--- config.mk ---
export PLATFORM = sky130hd
export DESIGN_NAME = pmw_ctrl
export DESIGN_NICKNAME = d
export VERILOG_FILES = /design/src/hdl/pmw_pkg.sv /design/src/hdl/pmw_ctrl.sv
export SDC_FILE = /design/constraint.sdc
export NUM_CORES = 1
export LEC_CHECK = 0
export ABC_CLOCK_PERIOD_IN_PS = 1900
export BUFFER_PORTS_ARGS = -buffer_cell sky130_fd_sc_hd__buf_2
export CAP_MARGIN = 25
export CORE_AREA = 2 2 39 41
export DETAILED_ROUTE_END_ITERATION = 16
export DIE_AREA = 0 0 41 43
export PLACE_DENSITY_LB_ADDON = 0.08
export SKIP_LAST_GASP = 1
export SYNTH_ARGS = -nofsm -noshare
export SYNTH_HDL_FRONTEND = slang
export SYNTH_SLANG_ARGS = --single-unit
--- constraint.sdc ---
create_clock -name clk_i -period 1.9 [get_ports clk_i]
set_input_delay 0.095 -clock clk_i [delete_from_list [all_inputs] [get_ports clk_i]]
set_output_delay 0.095 -clock clk_i [all_outputs]
set_load 0.02 [all_outputs]
--- src/hdl/pmw_pkg.sv ---
// Shared types and constants for the minimum spanning tree weight block.
// Used by pmw_ctrl, pmw_datapath and prim_mst_weight; depends on nothing.
`default_nettype none

package pmw_pkg;

  localparam int CMD_W    = 2;
  localparam int VTX_W    = 6;
  localparam int WEIGHT_W = 17;
  localparam int TOTAL_W  = 23;
  localparam int VCNT_W   = 7;

  localparam logic [VCNT_W-1:0]   VCNT_RESET = 7'd64;
  localparam logic [WEIGHT_W-1:0] NO_EDGE    = 17'd100000;
  localparam logic [TOTAL_W-1:0]  TOTAL_MAX  = 23'h7FFFFF;

  typedef enum logic [CMD_W-1:0] {
    CMD_CLEAR = 2'd0,
    CMD_ADD   = 2'd1,
    CMD_RUN   = 2'd2
  } command_e;

  typedef enum logic [3:0] {
    ST_CLEAR,
    ST_IDLE,
    ST_ADD_RD0,
    ST_ADD_WR0,
    ST_ADD_RD1,
    ST_ADD_WR1,
    ST_SETUP,
    ST_INIT,
    ST_SCAN,
    ST_WAIT,
    ST_NEXT,
    ST_DONE
  } state_e;

  typedef struct packed {
    logic latch_in;
    logic clr_step;
    logic add_rd;
    logic add_wr;
    logic add_sel;
    logic run_setup;
    logic init_step;
    logic scan_issue;
    logic round_next;
    logic out_load;
  } dp_cmd_t;

  typedef struct packed {
    logic sweep_last;
    logic add_bad;
    logic start_bad;
    logic single_vertex;
    logic v_last;
    logic last_round;
  } dp_sts_t;

endpackage

`default_nettype wire

--- src/hdl/pmw_ctrl.sv ---
// Controller: sequences clear sweeps, edge updates and Prim runs; owns result valid.
// Depends on pmw_pkg; commands pmw_datapath through dp_cmd_t and reads dp_sts_t.
`default_nettype none

module pmw_ctrl import pmw_pkg::*; (
  input  wire logic             clk_i,
  input  wire logic             rst_ni,
  input  wire logic             in_valid_i,
  input  wire logic [CMD_W-1:0] command_i,
  output logic                  in_stall_o,
  output logic                  out_valid_o,
  input  wire logic             out_stall_i,
  input  wire dp_sts_t          sts_i,
  output dp_cmd_t               cmd_o
);

  state_e state_q, state_d;
  logic   out_valid_q, out_valid_d;

  always_ff @(posedge clk_i or negedge rst_ni) begin
    if (!rst_ni) begin
      state_q     <= ST_CLEAR;
      out_valid_q <= 1'b0;
    end else begin
      state_q     <= state_d;
      out_valid_q <= out_valid_d;
    end
  end

  assign in_stall_o  = (state_q != ST_IDLE);
  assign out_valid_o = out_valid_q;

  always_comb begin
    state_d     = state_q;
    cmd_o       = '0;
    out_valid_d = out_valid_q & out_stall_i;
    unique case (state_q)
      ST_CLEAR: begin
        cmd_o.clr_step = 1'b1;
        if (sts_i.sweep_last) state_d = ST_IDLE;
      end
      ST_IDLE: begin
        if (in_valid_i) begin
          cmd_o.latch_in = 1'b1;
          unique case (command_e'(command_i))
            CMD_CLEAR: state_d = ST_CLEAR;
            CMD_ADD:   state_d = ST_ADD_RD0;
            CMD_RUN:   state_d = ST_SETUP;
            default:   state_d = ST_IDLE;
          endcase
        end
      end
      ST_ADD_RD0: begin
        if (sts_i.add_bad) begin
          state_d = ST_IDLE;
        end else begin
          cmd_o.add_rd = 1'b1;
          state_d      = ST_ADD_WR0;
        end
      end
      ST_ADD_WR0: begin
        cmd_o.add_wr = 1'b1;
        state_d      = ST_ADD_RD1;
      end
      ST_ADD_RD1: begin
        cmd_o.add_rd  = 1'b1;
        cmd_o.add_sel = 1'b1;
        state_d       = ST_ADD_WR1;
      end
      ST_ADD_WR1: begin
        cmd_o.add_wr  = 1'b1;
        cmd_o.add_sel = 1'b1;
        state_d       = ST_IDLE;
      end
      ST_SETUP: begin
        cmd_o.run_setup = 1'b1;
        if (sts_i.start_bad || sts_i.single_vertex) state_d = ST_DONE;
        else                                         state_d = ST_INIT;
      end
      ST_INIT: begin
        cmd_o.init_step = 1'b1;
        if (sts_i.v_last) state_d = ST_SCAN;
      end
      ST_SCAN: begin
        cmd_o.scan_issue = 1'b1;
        if (sts_i.v_last) state_d = ST_WAIT;
      end
      ST_WAIT: begin
        state_d = ST_NEXT;
      end
      ST_NEXT: begin
        cmd_o.round_next = 1'b1;
        if (sts_i.last_round) state_d = ST_DONE;
        else                  state_d = ST_SCAN;
      end
      ST_DONE: begin
        // Hold the total until the output register is free.
        if (!out_valid_q || !out_stall_i) begin
          cmd_o.out_load = 1'b1;
          out_valid_d    = 1'b1;
          state_d        = ST_IDLE;
        end
      end
      default: begin
        state_d = ST_IDLE;
      end
    endcase
  end

endmodule

`default_nettype wire

# Word-level counts from Yosys, hierarchy flattened

Cells that the tools add are included.

Bits in registers: 5
Latch bits: 0
Bits in writable memories: 0
Bits in read-only memories: 0
Memories kept: 0

$add $sub $neg: 0
Multiply operators: 0
Divide/modulo/power cells: 0
$lt $le $gt $ge: 0
Equality and inequality tests: 19
Shifts and indexed selects: 0
Multiplexer cells: 25
Bitwise gates (word level): 1
Reductions and logical operators: 9

Operators with widths:

| kind                                                                     | number |
|---|---|
| 4-bit one-hot mux with 11 select lines                                   | 1 |
| 4-bit two-way mux                                                        | 6 |
| 4-bit by 3-bit == test with 1-bit output (second input constant)         | 4 |
| 4-bit == test (second input constant)                                    | 4 |
| 1-bit two-way mux                                                        | 14 |
| 2-bit inequality test (second input constant)                            | 5 |
| 3-bit one-hot mux with 3 select lines                                    | 1 |
| 4-bit by 2-bit == test with 1-bit output (second input constant)         | 2 |
| 5-bit AND reduction                                                      | 1 |
| 4-bit by 1-bit == test with 1-bit output (second input constant)         | 1 |
| 4-bit logical NOT                                                        | 1 |
| 2-bit two-way mux                                                        | 2 |
| 4-bit by 1-bit inequality test with 1-bit output (second input constant) | 1 |
| 2-bit OR reduction                                                       | 2 |
| 2-bit by 1-bit == test with 1-bit output (second input constant)         | 1 |
| 2-bit == test (second input constant)                                    | 1 |
| 1-bit logical NOT                                                        | 2 |
| 2-bit logical NOT                                                        | 1 |
| 1-bit logical OR                                                         | 2 |
| 1-bit one-hot mux with 2 select lines                                    | 1 |
| 1-bit AND                                                                | 1 |

# Longest topological paths before layout

Word-level depth: 4
Depth in mapped cells: 6
Depth with buffers taken out: 6

# Least setup slack after synthesis

Ideal clock, no wire load.

Path kind: register -> register
From: register state_q[2]
To: register state_q[0]
Setup time: 125 ps
Data arrival time: 1,639 ps
Required time: 1,775 ps
Slack: 136 ps
Cell stages (with the launch flop): 5
Path buffers: 0
Cell sequence: dfrtp_1 > nor4b_2 > a31oi_1 > o221ai_2 > mux2_4

Word-level cells in the longest chain between the ends: 3

Ends and longest elaborated chain:

| element                                     | RTL line       | source |
|---|---|---|
| start, declared                             | pmw_ctrl.sv:17 | `state_e state_q, state_d;` |
| start signal, assigned                      | pmw_ctrl.sv:25 | `state_q <= state_d;` |
| 4-bit == test, or another cell as far along | pmw_ctrl.sv:37 | `unique case (state_q)` |
| 2-bit inequality test (no source line)      | -              |  |
| 5-bit AND reduction (no source line)        | -              |  |

Parallel ways exist; a longest one is shown, timed or not.
A chain may end at the register's enable or synchronous reset.

# Worst setup path in the final report

Same ends and word-level chain as after synthesis.

==> metrics.csv <==
stage,metric,value,unit
status,status,"finished, final reports clean",
detailed_routing,DRC viols,0,
power,switching part of the total,0.481,
critical_path,CP Class,reg2reg,
logic_synthesis,cell taking the most area after synthesis,dfrtp_1,
sta,Final setup viols,0,
clocking,H-tree depth,1,
detailed_routing,Antenna Nets Post-Route,0,
floorplan,initial core utilization,0.376,
job,max-cap violations,0,
detailed_routing,drt initial violations,5,
place,RD Place Congestion,0.815,
power,logic gate share of total power,0.628,
grt,vias in the first global route,534,
detailed_routing,routed len/inst,12.0,µm
finish,share of layout cells above drive strength 1,0.352,
sta,Final Cycle Share,0.885,
floorplan,io pins,24,
place,Placed Instance Area,648,µm²
sta,final hold viol count,0,
clocking,Post-CTS Setup Repair Bufs,0,
logic_synthesis,synth top area cells,"dfrtp_1, ha_1, nand2b_1, nor2_1, nor3_1",
sta,Tmin final,1.68,ns
logic_synthesis,Synthesized Nets,79,
floorplan,row count,14,
clocking,total CTS buffers,3,
sta,Final Skew,0.000243,ns
floorplan,Die Y,43,µm
finish,Synth-to-Final Area Change,31.5,%
critical_path,"Data required, critical path",2.03,ns
clocking,post-CTS sizing,0,
clocking,CTS tree,built,
detailed_routing,Total Routed Length,1280,µm
clocking,Clock Pin Slew Worst Setup and Hold Paths,0.04,ns
power,Leakage,0.335,nW
power,Clk pwr share,0.128,
finish,Final Net Count,106,
clocking,Root Buffer,clkbuf_4,
floorplan,die area,1760,µm²
logic_synthesis,Synth top area share,0.240,
sta,Slew @ Worst Pin,0.436,ns
logic_synthesis,Seq cells post-synth,5,
power,Reg power frac,0.243,
grt,largest net degree at the start of global routing,16,
power,power per cell area,1400,nW/µm²
sta,relative slew slack,0.710,
logic_synthesis,"Seq/Total Area, Yosys",0.240,
grt,first-pass GRT wire length,2190,µm
hold_path,Hold Path Class,in2reg,
critical_path,Worst Setup End Kind,register,
logic_synthesis,Syn Area/Cell,8.01,µm²
sta,RSZ-0062 raised after global routing,false,
clocking,Max Root-Sink Buffers,2,
power,Peak VDD IR,0.000487,V
detailed_routing,Via Count,581,
logic_synthesis,yosys warns,0,
place,HPWL after DPL,1050,µm
critical_path,crit start category,register,
clocking,TritonCTS sink count,5,
detailed_routing,TritonRoute pass-1 iters,4,
logic_synthesis,"Cell Area, Synth",520,µm²
logic_synthesis,Mapped Cells,65,
grt,Overall Global Routing Usage,0.185,
sta,final slew viol count,0,
critical_path,Crit path arrival time,1.81,ns
critical_path,worst-path maximum fanout,15,
clocking,clk_lat worst skew,0.24,ns
power,Switch Pwr,0.462,mW
grt,global route overflow,0,
power,Internal,0.498,mW
sta,Max Clock Freq,595,MHz
floorplan,Core Box Area,1380,µm²
power,Pwr Total,0.960,mW
detailed_routing,Via density,5.43,
floorplan,die outline width,41,µm
sta,setup TNS,0,ns
logic_synthesis,Cell variety after synth,33,
grt,initial antenna violation count,0,
finish,diode count,0,
finish,Final Cell Area,684,µm²
place,port buffer count,23,
## routing by layer
layer	GRT usage	part of all wire	up-vias
met1	0.222	0.42	264
met5	0	0	-
met4	0.120	0.028	0
met2	0.275	0.49	18
li1	-	-	294
met3	0.0471	0.062	5
## timing repair
action,CTS,global route
hold buffers,1,0
hold endpoints to repair,5,0
endpoints found under the setup margin,0,0
## synth_stat cells, drive strengths merged
master and instances:
o221ai 1, nor4 1, nand4b 1, a21oi 3, ha 2, nand2 5
o21ai 3, nand2b 4, o32ai 1, nor2b 3, mux2i 1, o22ai 1
a211oi 1, nor3b 1, mux2 1, inv 3, or4b 1, or2b 1
nor4b 2, o21a 1, clkbuf 1, o311ai 1, nor3 4, and3 1
o21bai 2, dfrtp 5, xnor2 1, o41ai 1, buf 4, nor2 6
a31oi 2
## worst max-delay path: stages (launching register included)
cell	delay, ns
dfrtp_1	0.53
nor4b_2	0.36
a31oi_1	0.09
o221ai_2	0.26
mux2_4	0.33
## final timing paths
path	cells after the start	startpoint	to	slack, ns
max	4	state_q[2]$_DFFE_PN0P_	state_q[0]$_DFFE_PN0P_	0.22
min	3	out_stall_i	out_valid_o$_DFF_PN0_	0.15
max reg2reg	4	state_q[2]$_DFFE_PN0P_	state_q[0]$_DFFE_PN0P_	0.22
min reg2reg	2	out_valid_o$_DFF_PN0_	out_valid_o$_DFF_PN0_	0.60
max in group asynchronous	2	rst_ni	out_valid_o$_DFF_PN0_	1.58
min in group asynchronous	2	rst_ni	state_q[2]$_DFFE_PN0P_	0.19
## cells by family after synthesis
| group | Yosys count | share of synthesized area |
|---|---|---|
| compound gates | 17 | 0.231 |
| xor+xnor | 1 | 0.0168 |
| fa+ha+maj | 2 | 0.0481 |
| flops | 5 | 0.240 |
| simple gates | 30 | 0.337 |
| mux | 2 | 0.0481 |
| buf+inv | 8 | 0.0793 |
## through the flow
step,instances,hold WS [ns],setup WS [ns],utilization
CTS,107,0.151,0.210,0.495
global placement,102,-0.0829,0.243,0.468
global route,107,0.187,0.0567,0.495
floorplan,65,-0.201,0.136,-
finish,107,0.148,0.219,0.495
detailed placement,102,-0.0808,0.217,0.468
## power by group through the flow
stage / combinational [mW] / sequential [mW] / clock, mW
after floorplan: 0.503 / 0.180 / 0
after global placement: 0.613 / 0.233 / 0
after detailed placement: 0.605 / 0.233 / 0
after CTS: 0.609 / 0.232 / 0.124
after global routing: 0.672 / 0.241 / 0.139
final: 0.603 / 0.233 / 0.123
## flip-flops by register name (all words and copies together) (netlist names)
register     count
out_valid_o      1
state_q          4
## final cells by class
type	count	area [µm²]
fill	146	699
sequential	5	125
inverter	3	11.3
multi-input combinational	52	354
timing repair buffer	27	148
tap	16	20.0
clock buffer	4	26.3
## cell usage in the layout (no fill, tap or decap), types with 2 or more instances in the layout
cell type  netlist  routed
nand2b_1         4       4
o21ai_0          3       3
nor3_1           4       4
a31oi_1          2       2
ha_1             2       2
buf_4            0       3
buf_2            3      23
nor2_1           6       6
clkbuf_4         0       3
o21bai_1         2       2
nor2b_1          3       3
a21oi_1          3       3
nand2_1          5       5
dfrtp_1          5       5
inv_1            3       3
Power figures use the tool's default switching activity.
